<file path="src/averaged_period_to_rpm_macros.svh">
// ----------------------------------------------------------------------------
// averaged_period_to_rpm_macros.svh
// Assertion macros used by the tachometer sequencer RTL. SYNTH drops them to nothing.
// ----------------------------------------------------------------------------
`ifndef AVERAGED_PERIOD_TO_RPM_MACROS_SVH
`define AVERAGED_PERIOD_TO_RPM_MACROS_SVH

`ifndef SYNTH

// same-cycle implication, checked out of reset
`define APR_ASSERT_NOW(label, pre, post, msg) \
    label: assert property (@(posedge clk) disable iff (!rst_n) (pre) |-> (post)) \
        else $error(msg);

// next-cycle implication, checked out of reset
`define APR_ASSERT_NEXT(label, pre, post, msg) \
    label: assert property (@(posedge clk) disable iff (!rst_n) (pre) |=> (post)) \
        else $error(msg);

`else

`define APR_ASSERT_NOW(label, pre, post, msg)
`define APR_ASSERT_NEXT(label, pre, post, msg)

`endif

`endif

</file>
<file path="src/apr_pkg.sv">
// ----------------------------------------------------------------------------
// apr_pkg
// Constants and controller/datapath interface types for the tachometer.
// ----------------------------------------------------------------------------
package apr_pkg;

    localparam int PULSES_PER_AVERAGE = 8;    // 1 .. 256
    localparam int FRACTION_BITS      = 8;    // 0 .. 16

    localparam int SCALE_W  = 32;
    localparam int PERIOD_W = 32;
    localparam int SUM_W    = 40;
    localparam int SPEED_W  = 40;
    localparam int CNT_W    = 8;

    // dividend is scale << FRACTION_BITS; quotient register covers it and speed
    localparam int NUMER_W = SCALE_W + FRACTION_BITS;
    localparam int QUOT_W  = (NUMER_W > SPEED_W) ? NUMER_W : SPEED_W;
    localparam int ITER_W  = $clog2(QUOT_W);

    localparam logic [SCALE_W-1:0] SCALE_RESET = SCALE_W'(60000000);

    typedef struct packed {
        logic accumulate;   // add period, bump count
        logic start;        // last period of block: load divider, clear sum
        logic step;         // one restoring divide step
        logic load_out;     // move result into output register
    } apr_cmd_t;

    typedef struct packed {
        logic last_pulse;   // incoming period closes the block
        logic sum_zero;     // block sum including incoming period is zero
    } apr_status_t;

endpackage

</file>
<file path="src/apr_ctrl.sv">
// ----------------------------------------------------------------------------
// apr_ctrl
// Sequencer: accumulate, run the divider, hand the result to the output.
// ----------------------------------------------------------------------------
`include "averaged_period_to_rpm_macros.svh"

module apr_ctrl (
    input  logic                 clk,
    input  logic                 rst_n,
    input  logic                 in_valid,
    output logic                 in_stall,
    output logic                 out_valid,
    input  logic                 out_stall,
    input  apr_pkg::apr_status_t status,
    output apr_pkg::apr_cmd_t    cmd
);
    import apr_pkg::*;

    typedef enum logic [2:0] {
        S_IDLE = 3'b001,
        S_DIV  = 3'b010,
        S_HOLD = 3'b100
    } state_t;

    state_t              state_reg, state_next;
    logic [ITER_W-1:0]   iter_reg, iter_next;
    logic                out_valid_reg, out_valid_next;
    logic                in_accept;
    logic                out_free;

    assign in_stall  = (state_reg != S_IDLE);
    assign in_accept = in_valid && !in_stall;
    assign out_valid = out_valid_reg;
    assign out_free  = !out_valid_reg || !out_stall;

    always_comb
    begin
        state_next     = state_reg;
        iter_next      = iter_reg;
        cmd            = '0;
        case (state_reg)
            S_IDLE:
            begin
                if (in_accept)
                begin
                    if (status.last_pulse)
                    begin
                        cmd.start = 1'b1;
                        iter_next = ITER_W'(QUOT_W - 1);
                        // zero sum needs no division
                        state_next = status.sum_zero ? S_HOLD : S_DIV;
                    end
                    else
                    begin
                        cmd.accumulate = 1'b1;
                    end
                end
            end
            S_DIV:
            begin
                cmd.step = 1'b1;
                if (iter_reg == '0)
                begin
                    state_next = S_HOLD;
                end
                else
                begin
                    iter_next = iter_reg - 1'b1;
                end
            end
            S_HOLD:
            begin
                if (out_free)
                begin
                    cmd.load_out = 1'b1;
                    state_next   = S_IDLE;
                end
            end
            default:
            begin
                state_next = S_IDLE;
            end
        endcase
    end

    always_comb
    begin
        out_valid_next = out_valid_reg;
        if (cmd.load_out)
        begin
            out_valid_next = 1'b1;
        end
        else if (out_valid_reg && !out_stall)
        begin
            out_valid_next = 1'b0;
        end
    end

    always_ff @(posedge clk or negedge rst_n)
    begin
        if (!rst_n)
        begin
            state_reg     <= S_IDLE;
            iter_reg      <= '0;
            out_valid_reg <= 1'b0;
        end
        else
        begin
            state_reg     <= state_next;
            iter_reg      <= iter_next;
            out_valid_reg <= out_valid_next;
        end
    end

    `APR_ASSERT_NOW(a_load_only_when_free, cmd.load_out, out_free, "result loaded over pending one")
    `APR_ASSERT_NEXT(a_start_blocks_input, cmd.start, in_stall, "input open during division")
    `APR_ASSERT_NEXT(a_iter_counts_down, (state_reg == S_DIV) && (iter_reg != '0), (state_reg == S_DIV) && (iter_reg == $past(iter_reg) - 1'b1), "divide step count skipped")
    `APR_ASSERT_NEXT(a_load_shows_valid, cmd.load_out, out_valid, "loaded result not presented")

endmodule

</file>
<file path="src/apr_datapath.sv">
// ----------------------------------------------------------------------------
// apr_datapath
// Period sum/count, scale register, restoring divider, output register.
// ----------------------------------------------------------------------------
module apr_datapath (
    input  logic                          clk,
    input  logic                          rst_n,
    input  logic                          cfg_wr_en,
    input  logic [apr_pkg::SCALE_W-1:0]   cfg_wr_data,
    input  logic [apr_pkg::PERIOD_W-1:0]  pulse_period,
    input  apr_pkg::apr_cmd_t             cmd,
    output apr_pkg::apr_status_t          status,
    output logic [apr_pkg::SPEED_W-1:0]   speed_rpm,
    output logic                          zero_period
);
    import apr_pkg::*;

    localparam logic [QUOT_W-1:0] SPEED_MAX_Q = QUOT_W'({SPEED_W{1'b1}});

    logic [SCALE_W-1:0] rpm_scale_reg;
    logic [SUM_W-1:0]   sum_reg, sum_next;
    logic [CNT_W-1:0]   count_reg, count_next;
    logic [CNT_W:0]     count_inc;

    logic [QUOT_W-1:0]  quot_reg, quot_next;
    logic [SUM_W-1:0]   rem_reg, rem_next;
    logic [SUM_W-1:0]   divisor_reg, divisor_next;
    logic               zero_reg, zero_next;
    logic [SUM_W:0]     trial;
    logic [SUM_W:0]     trial_diff;
    logic               trial_ge;

    logic [SPEED_W-1:0] speed_reg, speed_next;
    logic               zero_out_reg, zero_out_next;

    logic [SUM_W-1:0]   sum_in;

    assign sum_in    = sum_reg + SUM_W'(pulse_period);
    assign count_inc = {1'b0, count_reg} + 1'b1;

    assign status.last_pulse = (count_inc >= (CNT_W+1)'(PULSES_PER_AVERAGE));
    assign status.sum_zero   = (sum_in == '0);

    // restoring step: shift in next dividend bit, subtract if it fits
    assign trial      = {rem_reg, quot_reg[QUOT_W-1]};
    assign trial_diff = trial - {1'b0, divisor_reg};
    assign trial_ge   = !trial_diff[SUM_W];

    always_comb
    begin
        sum_next      = sum_reg;
        count_next    = count_reg;
        quot_next     = quot_reg;
        rem_next      = rem_reg;
        divisor_next  = divisor_reg;
        zero_next     = zero_reg;
        speed_next    = speed_reg;
        zero_out_next = zero_out_reg;

        if (cmd.accumulate)
        begin
            sum_next   = sum_in;
            count_next = count_inc[CNT_W-1:0];
        end

        if (cmd.start)
        begin
            sum_next     = '0;
            count_next   = '0;
            divisor_next = sum_in;
            zero_next    = (sum_in == '0);
            rem_next     = '0;
            quot_next    = QUOT_W'(rpm_scale_reg) << FRACTION_BITS;
        end

        if (cmd.step)
        begin
            rem_next  = trial_ge ? trial_diff[SUM_W-1:0] : trial[SUM_W-1:0];
            quot_next = {quot_reg[QUOT_W-2:0], trial_ge};
        end

        if (cmd.load_out)
        begin
            zero_out_next = zero_reg;
            if (zero_reg || (quot_reg > SPEED_MAX_Q))
            begin
                speed_next = '1;
            end
            else
            begin
                speed_next = quot_reg[SPEED_W-1:0];
            end
        end
    end

    always_ff @(posedge clk or negedge rst_n)
    begin
        if (!rst_n)
        begin
            rpm_scale_reg <= SCALE_RESET;
            sum_reg       <= '0;
            count_reg     <= '0;
        end
        else
        begin
            if (cfg_wr_en)
            begin
                rpm_scale_reg <= cfg_wr_data;
            end
            sum_reg   <= sum_next;
            count_reg <= count_next;
        end
    end

    always_ff @(posedge clk)
    begin
        quot_reg     <= quot_next;
        rem_reg      <= rem_next;
        divisor_reg  <= divisor_next;
        zero_reg     <= zero_next;
        speed_reg    <= speed_next;
        zero_out_reg <= zero_out_next;
    end

    assign speed_rpm   = speed_reg;
    assign zero_period = zero_out_reg;

endmodule

</file>
<file path="src/averaged_period_to_rpm.sv">
// ----------------------------------------------------------------------------
// averaged_period_to_rpm
// Period-averaging tachometer: block of periods in, one speed request out.
// ----------------------------------------------------------------------------
// Each input request carries one pulse period in timer ticks. Periods are
// summed; every PULSES_PER_AVERAGE periods (8 by default) the block emits one
// speed request, (rpm_scale << FRACTION_BITS) / sum, truncated, with
// FRACTION_BITS fraction bits. A zero sum gives an all-ones speed with
// zero_period set; a quotient too wide for 40 bits saturates to all ones.
// The closing period starts a restoring divider that retires one quotient bit
// per cycle for a QUOT_W = max(32 + FRACTION_BITS, 40) bit quotient (40 bits
// by default), then loads the output register once it is free. The input is
// stalled while the divider runs and the result waits; a zero sum skips the
// divider. Input is also accepted while a finished speed waits on a stalled
// output; only a new result waits for the output register to drain.
// rpm_scale resets to 60,000,000 and is written with cfg_wr_en/cfg_wr_data;
// the user must write it only while the block is idle, which the block does
// not enforce.
// ----------------------------------------------------------------------------
module averaged_period_to_rpm (
    input  logic                          clk,
    input  logic                          rst_n,
    // configuration
    input  logic                          cfg_wr_en,
    input  logic [apr_pkg::SCALE_W-1:0]   cfg_wr_data,
    // period requests
    input  logic                          in_valid,
    output logic                          in_stall,
    input  logic [apr_pkg::PERIOD_W-1:0]  pulse_period,
    // speed requests
    output logic                          out_valid,
    input  logic                          out_stall,
    output logic [apr_pkg::SPEED_W-1:0]   speed_rpm,
    output logic                          zero_period
);
    import apr_pkg::*;

    apr_cmd_t    cmd;
    apr_status_t status;

    // sequencer: owns handshakes, state and the divide step count
    apr_ctrl u_ctrl (
        .clk       (clk),
        .rst_n     (rst_n),
        .in_valid  (in_valid),
        .in_stall  (in_stall),
        .out_valid (out_valid),
        .out_stall (out_stall),
        .status    (status),
        .cmd       (cmd)
    );

    // accumulator, scale register, divider and output register
    apr_datapath u_datapath (
        .clk          (clk),
        .rst_n        (rst_n),
        .cfg_wr_en    (cfg_wr_en),
        .cfg_wr_data  (cfg_wr_data),
        .pulse_period (pulse_period),
        .cmd          (cmd),
        .status       (status),
        .speed_rpm    (speed_rpm),
        .zero_period  (zero_period)
    );

endmodule
</file>
<file path="config.mk">
export PLATFORM = sky130hd
export DESIGN_NAME = averaged_period_to_rpm
export DESIGN_NICKNAME = d
export VERILOG_FILES = /design/src/apr_pkg.sv /design/src/apr_ctrl.sv /design/src/apr_datapath.sv /design/src/averaged_period_to_rpm.sv
export VERILOG_INCLUDE_DIRS = /design/src /design/src/src
export SDC_FILE = /design/constraint.sdc
export NUM_CORES = 1
export LEC_CHECK = 0
export BUFFER_PORTS_ARGS = -buffer_cell sky130_fd_sc_hd__buf_2
export CAP_MARGIN = 30
export CORE_MARGIN = 8
export CORE_UTILIZATION = 30
export DETAILED_ROUTE_END_ITERATION = 10
export GPL_ROUTABILITY_DRIVEN = 0
export PLACE_DENSITY = 0.46
export SLEW_MARGIN = 10
export SYNTH_ARGS = -nofsm -noshare
export SYNTH_HDL_FRONTEND = slang
export SYNTH_SLANG_ARGS = --single-unit
</file>
<file path="constraint.sdc">
create_clock -name clk -period 6.46 [get_ports clk]
set_input_delay 0.323 -clock clk [delete_from_list [all_inputs] [get_ports clk]]
set_output_delay 0.323 -clock clk [all_outputs]
set_load 0.05 [all_outputs]
</file>
Yosys cells after proc, flatten, opt, wreduce, memory -nomap -nowiden

Index checks and enable logic that the tools add are counted.

Magnitude comparators: 2
Reductions and logical operators: 16
$add $sub $neg: 4
Muxes and demuxes: 28
Equal/unequal tests: 9

Operators by type and width:

| operator                                                           | number |
|---|---|
| 2-to-1 mux 40 bit                                                  | 7 |
| subtractor 41 x 40 -> 41 bit                                       | 1 |
| adder 40 x 32 -> 40 bit                                            | 1 |
| greater-than comparator 40 bit (second input constant)             | 1 |
| zero test 40 bit                                                   | 1 |
| 2-to-1 mux 6 bit                                                   | 3 |
| 2-to-1 mux 8 bit                                                   | 2 |
| 2-to-1 mux 3 bit                                                   | 5 |
| one-hot mux 6 bit (2 select lines)                                 | 1 |
| adder 8 x 1 -> 9 bit (second input constant)                       | 1 |
| greater-or-equal comparator 9 x 4 -> 1 bit (second input constant) | 1 |
| one-hot mux 3 bit (3 select lines)                                 | 1 |
| AND reduction 4 bit                                                | 2 |
| nonzero test 2 bit                                                 | 4 |
| 2-to-1 mux 1 bit                                                   | 7 |
| zero test 6 bit                                                    | 1 |
| inequality test 2 x 1 -> 1 bit (second input constant)             | 3 |
| subtractor 6 x 1 -> 6 bit (second input constant)                  | 1 |
| zero test 1 bit                                                    | 4 |
| 2-to-1 mux 2 bit                                                   | 2 |
| inequality test 2 bit (second input constant)                      | 2 |
| equality test 3 x 1 -> 1 bit (second input constant)               | 1 |
| equality test 3 x 2 -> 1 bit (second input constant)               | 1 |
| equality test 3 bit (second input constant)                        | 1 |
| other kinds (3)                                                    | 5 |

Register bits: 252

Longest topological paths before layout

Gate-level depths: netlist of run 1.

Depth after elaboration: 7
Depth in mapped cells: 15
Mapped depth without buffers: 14

Cells and area by module

From an unflattened synthesis of run 1, not the netlist that was laid out.

Cell total of the unflattened synthesis: 1370
Area total of the unflattened synthesis: 14700.3 µm²

Modules (own cells, without submodules):

| module       | cells an instance | instances | area an instance (µm²) |
|---|---|---|---|
| apr_datapath | 1308              | 1         | 14087.3 |
| apr_ctrl     | 62                | 1         | 613.1 |

Least setup slack after synthesis of run 1

OpenSTA, ideal clock, no wires.

Kind: register to register
Start point: register u_datapath.divisor_reg[0]
End point: register u_datapath.rem_reg[10] (data pin)
Arrival time: 3.113 ns
Required time: 6.194 ns
Stages on the path, launching flop included: 15
Clock period less this slack: 3.379 ns
Path slack: 3.081 ns
Path through: edfxtp_1 > ha_1 > fa_1 > nand2b_1 > a21oi_1 > o211ai_1 > nand4_1 > a21oi_1 > o211ai_1 > a31o_2 > a21oi_1 > xnor2_1 > buf_2 > mux2i_1 > nor2_1

Longest elaborated chain between the ends: 3

Ends and longest elaborated chain:

| element                      | line                | text |
|---|---|---|
| from (decl)                  | apr_datapath.sv:27  | `logic [SUM_W-1:0] divisor_reg, divisor_next;` |
| from (signal assigned)       | apr_datapath.sv:119 | `divisor_reg <= divisor_next;` |
| subtractor 41 x 40 -> 41 bit | apr_datapath.sv:46  | `assign trial_diff = trial - {1'b0, divisor_reg};` |
| 2-to-1 mux 40 bit            | apr_datapath.sv:78  | `rem_next = trial_ge ? trial_diff[SUM_W-1:0] : trial[SUM_W-1:0];` |
| 2-to-1 mux 40 bit            | apr_datapath.sv:76  | `if (cmd.step)` |
| to (signal assigned)         | apr_datapath.sv:118 | `rem_reg <= rem_next;` |
| to (decl)                    | apr_datapath.sv:26  | `logic [SUM_W-1:0] rem_reg, rem_next;` |

Every way passes these cells.
A chain may end at the register's enable or synchronous reset.

Worst setup path after layout of run 1

Start point: register u_datapath.divisor_reg[0]
End point: register u_datapath.rem_reg[0] (data pin)

The elaborated chain is that of the path after synthesis.

==> results of run 1 <==
==> cell usage after synthesis (all sizes together), types with 3 or more instances <==
cell type  number
nand4b          3
mux2i          32
nor4           10
inv            76
a211o           5
o21ai          64
a22o           21
a41oi           5
dfstp          11
ha             76
and3           15
nand2b          5
o22ai           5
and2           14
xnor2          43
o31a            5
edfxtp        162
a21oi          70
nor4b           3
clkbuf         42
mux2           36
nand4          15
nor2           93
nand3          25
nor2b           3
a41o            3
nor3b           7
o21bai         13
o31ai           5
dfrtp          79
a31oi           7
nand2         187
o21a            6
o211ai          5
nor3           17
or3             3
or2            43
xor2           34
buf             8
a21o           37
a211oi         10
==> kinds of logic (layout without fill, tap and decap cells) <==
family                     Yosys count  in the layout  synth area share [%]
and+or+nand+nor                    449            449                 15.18
AOI/OAI and AO/OA                  284            284                 13.44
DFF                                252            252                 50.83
buffers and inverters              126            288                 3.505
adders and majority gates           78             78                 7.064
xor gates and xnor gates            77             77                 4.807
muxes                               68             68                 5.173
==> report_power, final <==
group | switching, W | internal (W)
registers | 0.000139 | 0.00202
logic | 0.00130 | 0.000806
clock network | 0.000699 | 0.00116
==> worst max path at each step <==
stage | from | endpoint | depth (start not counted)
3_5_place_dp | u_datapath.divisor_reg[0] | u_datapath.rem_reg[1] | 14
2_1_floorplan | u_datapath.divisor_reg[0] | u_datapath.rem_reg[10] | 14
3_3_place_gp | u_datapath.quot_reg[39] | u_datapath.rem_reg[0] | 15
4_1_cts | u_datapath.divisor_reg[0] | u_datapath.rem_reg[0] | 14
5_1_grt | u_datapath.divisor_reg[0] | u_datapath.rem_reg[1] | 14
6_report | u_datapath.divisor_reg[0] | u_datapath.rem_reg[0] | 14
==> through the flow <==
step                instance area, µm²  hold WS [ns]  total power (W)
global placement                 15270        0.3331         0.004276
floorplan                        14030       0.02741         0.003675
CTS                              16650      0.001661         0.006202
global route                     16680      0.004607         0.006537
detailed placement               15270        0.3265         0.004280
finish                           16680       0.03103         0.006133
==> final cells by class <==
type	count	area share (%)
Sequential cell	252	42.75
Multi-Input combinational cell	956	38.59
Timing Repair Buffer	155	5.791
Clock buffer	39	5.071
Tap cell	607	4.553
Inverter	76	1.710
Clock inverter	18	1.538
==> worst max-delay path: cells and delay by family, from the launching register on <==
family,cells,cell delay (ns)
mux,1,0.39
simple gates,3,0.43
buf+inv,1,0.57
flops,1,0.37
fa+ha+maj,2,0.64
xor+xnor,1,0.73
compound gates,6,1.13
==> layer usage <==
| metal | GRT usage [%] | wire [µm] | up-vias |
|---|---|---|---|
| li1 | - | - | 5062 |
| met1 | 18.79 | 17580 | 4899 |
| met2 | 21.00 | 16130 | 162 |
| met3 | 1.991 | 1307 | 39 |
| met4 | 2.676 | 652 | 0 |
| met5 | 0 | 0 | - |
==> repair_timing <==
item	in CTS	in global routing
hold endpoints to repair	62	3
endpoints found under the setup margin	0	0
hold buffers	28	3
==> metrics.md, run 1 <==
| Metric | Value |
|---|---|
| Final setup viols | `0` |
| VDD IR max | `203.3 µV` |
| Leakage | `7.164 nW` |
| Worst R2R Start | `u_datapath.divisor_reg[0]` |
| Worst endpoint required time | `approximately 7 ns` |
| Slew headroom | `37.73%` |
| Vias in the first global route | `between 10,000 and 15,000` |
| Total routed wirelength | `~36,000 µm` |
| Status | `complete, no violations` |
| Post-CTS setup buffer count | `0` |
| Fin crit share | `68.71%` |
| I/O pins | `~110` |
| Htree depth | `1` |
| Synth unique cells | `76` |
| TNS Setup | `0 ns` |
| CTS Buffer Depth | `3` |
| Number of synthesized register bits | `about 250` |
| CTS tree | `yes` |
| DR DRC count | `0` |
| First drt pass iteration count | `5` |
| Worst Hold Path Cells | `2` |
| Post-synth ARST share | `between 30 and 40%` |
| Largest net degree at the start of global routing | `72` |
| Post-cts resize count | `0` |
| R2R cell count | `14` |
| Iter 0 DRT Violations | `roughly 580` |
| Layout cells sized above 1 | `roughly a fifth` |
| Crit end category | `flop` |
| Initial antenna violation count | `0` |
| Avg Inst Size Synth | `10.52 µm²` |
| Share of the synthesized area in the top cell type | `a little over a third` |
| Die Height | `~230 µm` |
| Largest area contributor in the netlist | `edfxtp_1` |
| Ant. Diodes | `0` |
| CP cell instances | `ha_1 > fa_1 > nand2b_1 > a21oi_1 > o211ai_1 > nand4_1 > a21oi_1 > o211ai_1 > a31o_2 > a21oi_1 > xnor2_2 > buf_4 > mux2_2 > nor2_1` |
| Max stage delay cell, worst path | `xnor2_2` |
| Post-synth top flop | `edfxtp_1` |
| # nets final | `between 1,500 and 2,000` |
| Setup slack at placement | `~2 ns` |
| Max Slew Vio Count | `0` |
| I/O Buffers | `approximately 110` |
| Final min period | `4.438 ns` |
| Chip width | `between 200 and 250 µm` |
| Max Cap Viol | `0` |
| Most common cell after layout, fill and taps aside | `nand2_1` |
| Hold Crit Start | `cfg_wr_data[1]` |
| Crit-path most repeated cell | `a21oi_1` |
| WHS Endpoint | `u_datapath.rpm_scale_reg[1]` |
| Most frequent cells in the layout | `nand2_1 (185), edfxtp_1 (162), buf_2 (110), nor2_1 (92), dfrtp_1 (79)` |
| Core area | `about 46,000 µm²` |
| GRT Overall Usage | `approximately an eighth` |
| Register area share after synthesis | `between 50 and 60%` |
| Non-Filler Instances | `between 2,000 and 2,500` |
| Final core occ | `35.98%` |
| Post-Synthesis Cell Area | `about 14,000 µm²` |
| Vias per inst | `4.832` |
| PwrDens | `roughly 370 nW/µm²` |
| Cts bufs inserted | `31` |
| Wire length of the first global-routing pass | `a little under 60,000 µm` |
| Post-route ant nets | `0` |
| Syn nets | `approximately 1,500` |
| Hold Path Class | `in2reg` |
| Congestion Overflow GR | `0` |
| Die ar. | `roughly 54,000 µm²` |
| Layout area overhead | `18.91%` |
| Root Driver | `clkbuf_16` |
| Crit path launch type | `flop` |
| Initial core utilization | `a little under a third` |
| Sink Count | `between 200 and 300` |
| Cells taking the most area after synthesis | `edfxtp_1 (35%), dfrtp_1 (14%), ha_1 (6.8%)` |
| HPWL after detailed placement | `around 25,000 µm` |
| Wire length per cell | `between 15 and 20 µm` |
| Worst Path Arrival | `a little under 5 ns` |
| Final setup skew | `~0.022 ns` |
| FF+latch area | `slightly above 7000 µm²` |
| Clk slew on worst S/H paths | `0.07 ns` |
| Std cell rows | `between 70 and 80` |
| Reg2reg end | `u_datapath.rem_reg[0]` |
| Dpl cells | `2,015` |
| Fmax | `about 0.23 GHz` |
| FF-to-FF setup slack | `slightly above 2 ns` |
| Cell count after synthesis | `1,334` |
| Worst-Margin Slew | `between 0.9 and 1 ns` |
| Hold Fails Final Rpt | `0` |
| Crit-path max FO | `32` |
| Critical Path Max Stage Delay | `0.73 ns` |
| Via count | `slightly above 10,000` |
| Area used by multi-input combinational logic | `~6400 µm²` |
| Final setup margin | `about 2.0 ns` |
| Fillcell total | `4,655` |
| Synthesis Warnings | `0` |
| Worst Path Class, Setup | `reg2reg` |
| Latest clock arrival within the worst-skew pair | `roughly 0.57 ns` |
| Number of flops mapped to enable cells by yosys | `162` |
| RSZ-0062 raised after global routing | `no` |
(Power assumes the default switching activity.)
==> inputs of run 2 (changes only) <==
ABC_AREA = 1   (was unset)
PLACE_DENSITY = 0.47   (was 0.46)
clock period = 3.75 ns   (was 6.46 ns; I/O delays follow)
==> metrics.md, run 2 <==
| Metric | Value |
|---|---|
| Crit end category | `flop` |
| Layout cells sized above 1 | `11.43%` |
| Max Slew Vio Count | `0` |
| I/O pins | `112` |
| Largest area contributor in the netlist | `edfxtp_1` |
| Worst Path Arrival | `approximately 3.6 ns` |
| VDD IR max | `between 400 and 500 µV` |
| Clk slew on worst S/H paths | `around 0.06 ns` |
| Wire length per cell | `15.69 µm` |
| Cell count after synthesis | `a little under 2,000` |
| Worst endpoint required time | `4.19 ns` |
| PwrDens | `~600 nW/µm²` |
| Iter 0 DRT Violations | `roughly 700` |
| Post-Synthesis Cell Area | `15,610 µm²` |
| Cts bufs inserted | `30` |
| Count leader, synth | `nand2_1` |
| Core area | `about 50,000 µm²` |
| Worst R2R Start | `u_datapath.quot_reg[39]` |
| Fin crit share | `84.22%` |
| Area used by multi-input combinational logic | `between 7000 and 8000 µm²` |
| Critical path depth | `15` |
| Final setup skew | `0.01445 ns` |
| Most common cell after layout, fill and taps aside | `nand2_1` |
| Latest clock arrival within the worst-skew pair | `around 0.6 ns` |
| # nets final | `between 2,000 and 2,500` |
| Max stage delay cell, worst path | `nand2_4` |
| Syn nets | `about 2,100` |
| Crit-path leading delay family | `simple AND/OR/NAND/NOR gates` |
| DR DRC count | `0` |
| TNS Setup | `0 ns` |
| Final setup viols | `0` |
| Critical Path Max Stage Delay | `approximately 0.50 ns` |
| HPWL after detailed placement | `34,380 µm` |
| Worst Hold Path Cells | `2` |
| Post-synth top flop | `edfxtp_1` |
| Final setup margin | `0.5917 ns` |
| Crit-path max FO | `between 70 and 80` |
| Wire length of the first global-routing pass | `~72,000 µm` |
| Final min period | `between 3 and 4 ns` |
| Synthesis Warnings | `0` |
| Number of synthesized register bits | `between 200 and 300` |
| Crit path launch type | `flop` |
| WHS Endpoint | `u_datapath.divisor_reg[0]` |
| Std cell rows | `just over 80` |
| Post-CTS setup buffer count | `0` |
| Leakage | `~8.6 nW` |
| Comb power frac | `a little under 40%` |
| FF-to-FF setup slack | `0.59 ns` |
| Fillcell total | `5,412` |
| Die Height | `between 200 and 250 µm` |
| Post-cts resize count | `0` |
| FF+latch area | `a little over 7000 µm²` |
| Chip width | `244.1 µm` |
| Ant. Diodes | `0` |
| Int Pwr | `~0.0066 W` |
| Cells taking the most area after synthesis | `edfxtp_1 (31%), nand2_1 (14%), dfrtp_1 (13%)` |
| Vias per inst | `approximately 4.6` |
| Fmax | `0.3166 GHz` |
| RSZ-0062 raised after global routing | `no` |
| Hold Path Class | `in2reg` |
| Setup slack at placement | `between 0.5 and 0.6 ns` |
| Die ar. | `about 60,000 µm²` |
| CP bufs+invs | `4` |
| Root Driver | `clkbuf_16` |
| Sw power | `between 0.004 and 0.005 W` |
| GRT Overall Usage | `~15%` |
| Most frequent cells in the layout | `nand2_1 (582), inv_1 (333), edfxtp_1 (162), o21ai_0 (155), nor2_1 (133)` |
| Sink Count | `about 250` |
| Hold Fails Final Rpt | `0` |
| Share of the synthesized area in the top cell type | `31.17%` |
| Vias in the first global route | `approximately 13,000` |
| Hold Crit Start | `pulse_period[0]` |
| Reg2reg end | `u_datapath.rem_reg[30]` |
| First drt pass iteration count | `8` |
| CTS Buffer Depth | `3` |
| Sw frac | `around 41%` |
| Htree depth | `1` |
| Register area share after synthesis | `~46%` |
| Post-route ant nets | `0` |
| R2R cell count | `15` |
| Layout area overhead | `17.93%` |
| CTS tree | `yes` |
| Avg Inst Size Synth | `~8 µm²` |
| Congestion Overflow GR | `0` |
| Slew headroom | `41.09%` |
| Largest net degree at the start of global routing | `around 110` |
| Status | `complete, no violations` |
| Sequential Power Share | `roughly 34%` |
| Initial antenna violation count | `1` |
| Worst-Margin Slew | `0.8818 ns` |
| Via count | `~13,000` |
| Post-synth top cells | `nand2_1 (583), inv_1 (334), edfxtp_1 (162)` |
| Initial core utilization | `30.36%` |
| Clock power share | `a little over a quarter` |
| Total routed wirelength | `between 40,000 and 50,000 µm` |
| Synth unique cells | `47` |
| CP cell instances | `inv_1 > ha_1 > fa_1 > inv_1 > nand2_1 > o21ai_1 > buf_4 > a21o_1 > nand3_2 > nand3_1 > nand2_2 > nand2_4 > buf_4 > o21ai_0 > a21oi_1` |
| I/O Buffers | `111` |
| Post-synth ARST share | `35.71%` |
| Number of flops mapped to enable cells by yosys | `around 160` |
| Max Cap Viol | `0` |
| Worst Path Class, Setup | `reg2reg` |
==> run 2: layout make-up <==
type                    instances  share of cell area [%]
repair buffers                162                   5.846
flip-flops and latches        252                   38.74
inverters                     336                   6.852
well taps                     680                   4.622
clock buffers                  39                   4.595
clock inverters                17                   1.108
multi-input cells            1363                   38.24
==> run 2: worst reg2reg max path: cells and delay by family (launching register included) <==
| family | cells | cell delay (ns) |
|---|---|---|
| buffers and inverters | 4 | 0.62 |
| flip-flops | 1 | 0.34 |
| AND/OR/NAND/NOR | 5 | 0.90 |
| AO/OA/AOI/OAI | 4 | 0.57 |
| adder cells (fa/ha/maj) | 2 | 0.61 |
==> run 2: repair_timing <==
item	4_1_cts	5_1_grt
endpoints found under the hold margin	74	4
hold buffers	35	1
endpoints found under the setup margin	0	0
==> run 2: how the worst max path moves through the flow <==
stage	startpoint	end	slack [ns]
floorplan	u_ctrl.state_reg[0]	u_datapath.quot_reg[0]	0.30
finish	u_datapath.quot_reg[39]	u_datapath.rem_reg[30]	0.59
global route	u_datapath.quot_reg[39]	u_datapath.rem_reg[29]	0.26
CTS	u_datapath.quot_reg[39]	u_datapath.rem_reg[30]	0.53
global placement	u_datapath.quot_reg[39]	u_datapath.rem_reg[31]	0.64
detailed placement	u_datapath.quot_reg[39]	u_datapath.rem_reg[30]	0.55
==> run 2: power groups by stage <==
stage	Clock (W)	Combinational [W]	Sequential (W)
floorplan	0	0.00277	0.00405
global placement	0	0.00431	0.00384
detailed placement	0	0.00434	0.00385
CTS	0.00313	0.00438	0.00380
global route	0.00325	0.00496	0.00386
finish	0.00303	0.00435	0.00380
==> run 2: layer usage <==
layer  vias up  track usage, %  wire, µm
li1       6772               -         -
met1      6128           19.43     20720
met2       238           25.56     21180
met3        65           2.093      1699
met4         0           3.785      1099
met5         -               0         0
==> run 2: metrics by stage <==
step | utilization (%) | hold slack [ns] | power, W | instances | cell area [µm²]
after floorplan | - | -0.1081 | 0.006821 | 1989 | 15610
after global placement | 32.97 | 0.2453 | 0.008159 | 2755 | 16950
final | 35.81 | 0.09404 | 0.01119 | 2849 | 18410
after CTS | 35.69 | 0.1221 | 0.01131 | 2846 | 18350
after detailed placement | 32.97 | 0.2478 | 0.008185 | 2755 | 16950
after global routing | 35.81 | 0.1409 | 0.01206 | 2849 | 18410
==> run 2: logic make-up (layout without fill, tap and decap cells) <==
family / count (synthesis) / count (layout) / share of synthesized area (%)
AND/OR/NAND/NOR: 896 / 896 / 24.19
adder cells (fa/ha/maj): 78 / 78 / 6.349
flip-flops: 252 / 252 / 45.69
buffers and inverters: 374 / 554 / 9.380
AO/OA/AOI/OAI: 349 / 349 / 12.15
XOR/XNOR: 40 / 40 / 2.245
==> inputs of run 3 (changes only) <==
ABC_AREA = 0   (was 1)
PLACE_DENSITY = 0.46   (was 0.47)
clock period = 3.27 ns   (was 3.75 ns; I/O delays follow)
==> metrics.md, run 3 (same netlist as run 1, synthesis figures left out) <==
| Metric | Value |
|---|---|
| Dpl cells | `roughly 2,200` |
| Clock power share | `between 20% and 30%` |
| Int Pwr | `roughly 0.0091 W` |
| Via count | `11,050` |
| FF-to-FF setup slack | `-0.15 ns` |
| WHS Endpoint | `u_datapath.divisor_reg[1]` |
| Chip width | `232.2 µm` |
| Final min period | `3.420 ns` |
| VDD IR max | `419.0 µV` |
| Fmax | `around 0.29 GHz` |
| PwrDens | `approximately 730 nW/µm²` |
| Worst Path Class, Setup | `reg2reg` |
| Initial core utilization | `30.26%` |
| Final setup skew | `0.01966 ns` |
| Reg2reg end | `u_ctrl.state_reg[2]` |
| Hold Path Class | `in2reg` |
| Latest clock arrival within the worst-skew pair | `about 0.58 ns` |
| Slew headroom | `41.95%` |
| I/O pins | `112` |
| Wire length per cell | `16.75 µm` |
| Die ar. | `between 50,000 and 60,000 µm²` |
| Most frequent cells in the layout | `buf_4 (218), nand2_1 (184), edfxtp_1 (162), buf_2 (110), nor2_1 (88)` |
| GRT Overall Usage | `14.12%` |
| Total power | `between 0.01 and 0.015 W` |
| Worst Hold Path Cells | `2` |
| First drt pass iteration count | `5` |
| Clk slew on worst S/H paths | `approximately 0.06 ns` |
| Crit path launch type | `flop` |
| Crit-path max FO | `4` |
| Max Slew Vio Count | `0` |
| Leakage | `8.354 nW` |
| DR DRC count | `0` |
| Worst endpoint required time | `approximately 3.8 ns` |
| Core area | `roughly 46,000 µm²` |
| Cell area after layout | `roughly 19,000 µm²` |
| Layout cells sized above 1 | `32.52%` |
| Sw power | `a little under 0.005 W` |
| Root Driver | `clkbuf_16` |
| Sink Count | `252` |
| Placed cell areas | `about 17,000 µm²` |
| Final setup viols | `32` |
| Crit end category | `flop` |
| I/O Buffers | `111` |
| Std cell rows | `79` |
| Worst-Margin Slew | `about 0.87 ns` |
| Initial antenna violation count | `0` |
| Worst Path Arrival | `between 3 and 4 ns` |
| R2R cell count | `13` |
| Wire length of the first global-routing pass | `between 60,000 and 70,000 µm` |
| Vias per inst | `4.743` |
| CTS tree | `yes` |
| HPWL after detailed placement | `between 20,000 and 30,000 µm` |
| Total routed wirelength | `roughly 39,000 µm` |
| Non-Filler Instances | `roughly 2,300` |
| Sw frac | `between 30% and 40%` |
| Layout area overhead | `34.83%` |
| Worst R2R Start | `u_datapath.sum_reg[3]` |
| Ant. Diodes | `0` |
| Congestion Overflow GR | `0` |
| Largest net degree at the start of global routing | `71` |
| Fin crit share | `104.6%` |
| Vias in the first global route | `between 10,000 and 15,000` |
| Final setup margin | `-0.1503 ns` |
| RSZ-0062 raised after global routing | `yes` |
| Post-route ant nets | `0` |
| Comb power frac | `45.0%` |
| Cts bufs inserted | `30` |
| # nets final | `1,845` |
| Violated checks | `negative setup slack` |
| Htree depth | `1` |
| CTS Buffer Depth | `3` |
| Sequential Power Share | `about 30%` |
| Most common cell after layout, fill and taps aside | `buf_4` |
| Hold Fails Final Rpt | `0` |
| Die Height | `232.2 µm` |
| Max Cap Viol | `0` |
| Iter 0 DRT Violations | `roughly 760` |
| Status | `finished, violations left` |
| Setup slack at placement | `-0.4043 ns` |
| Hold Crit Start | `pulse_period[1]` |
-- run 3: cell type report --
type                            count  area (µm²)
Sequential cell                   252        7131
Inverter                           76       285.3
Timing Repair Buffer              382        2888
Tap cell                          607       759.5
Clock buffer                       44       915.9
Fill cell                        4506       27440
Multi-Input combinational cell    956        6835
Clock inverter                     12       100.1
-- run 3: critical path: stages, from the launching register on --
cell and delay, ns:
dfrtp_1 0.39, ha_1 0.35, o211a_1 0.21, a21oi_2 0.07, o31a_1 0.26, a211o_1 0.36
nor4_2 0.17, buf_4 0.17, o31a_1 0.15, o21ai_0 0.09, o31a_1 0.13, or4_4 0.55
nor4_4 0.33, o2bb2ai_1 0.15
-- run 3: what timing repair did --
item / 4_1_cts / 5_1_grt
gates resized for setup: 49 / 27
setup endpoints to repair: 47 / 46
gates cloned: 4 / 2
pin swaps: 38 / 20
endpoints found under the hold margin: 68 / 0
hold buffers: 36 / 0
setup buffers: 22 / 16
-- run 3: how the worst max path moves through the flow --
stage	startpoint	endpoint	slack [ns]
finish	u_datapath.sum_reg[3]	u_ctrl.state_reg[2]	-0.15
global route	u_datapath.sum_reg[11]	u_ctrl.state_reg[1]	-0.38
CTS	u_datapath.sum_reg[0]	u_ctrl.state_reg[2]	-0.15
detailed placement	u_datapath.sum_reg[4]	u_ctrl.state_reg[1]	-0.40
global placement	u_datapath.sum_reg[0]	u_ctrl.state_reg[1]	-0.37
floorplan	u_datapath.rem_reg[14]	u_datapath.rem_reg[10]	-0.06
-- run 3: power by group through the flow --
| stage | Sequential, W | Combinational [W] | Clock (W) |
|---|---|---|---|
| 4_1_cts | 0.00428 | 0.00613 | 0.00346 |
| 3_5_place_dp | 0.00432 | 0.00560 | 0 |
| 5_1_grt | 0.00433 | 0.00682 | 0.00357 |
| 6_report | 0.00429 | 0.00625 | 0.00335 |
| 3_3_place_gp | 0.00432 | 0.00562 | 0 |
| 2_1_floorplan | 0.00423 | 0.00304 | 0 |
-- run 3: stage by stage --
step	util, %	TNS (ns)	hold WS [ns]
2_1_floorplan	-	-3.289	-0.1321
3_3_place_gp	36.02	-6.810	0.2139
4_1_cts	40.23	-2.615	0.05740
5_1_grt	40.80	-10.45	0.07687
6_report	40.80	-2.364	0.08847
3_5_place_dp	36.02	-10.21	0.2188
-- run 3: per-layer routing --
metal | GRT usage [%] | wire length (µm) | up-vias
met5 | 0 | 0 | -
met1 | 19.61 | 18790 | 5313
met4 | 3.089 | 712 | 0
met3 | 1.967 | 1312 | 45
li1 | - | - | 5535
met2 | 23.14 | 18200 | 154
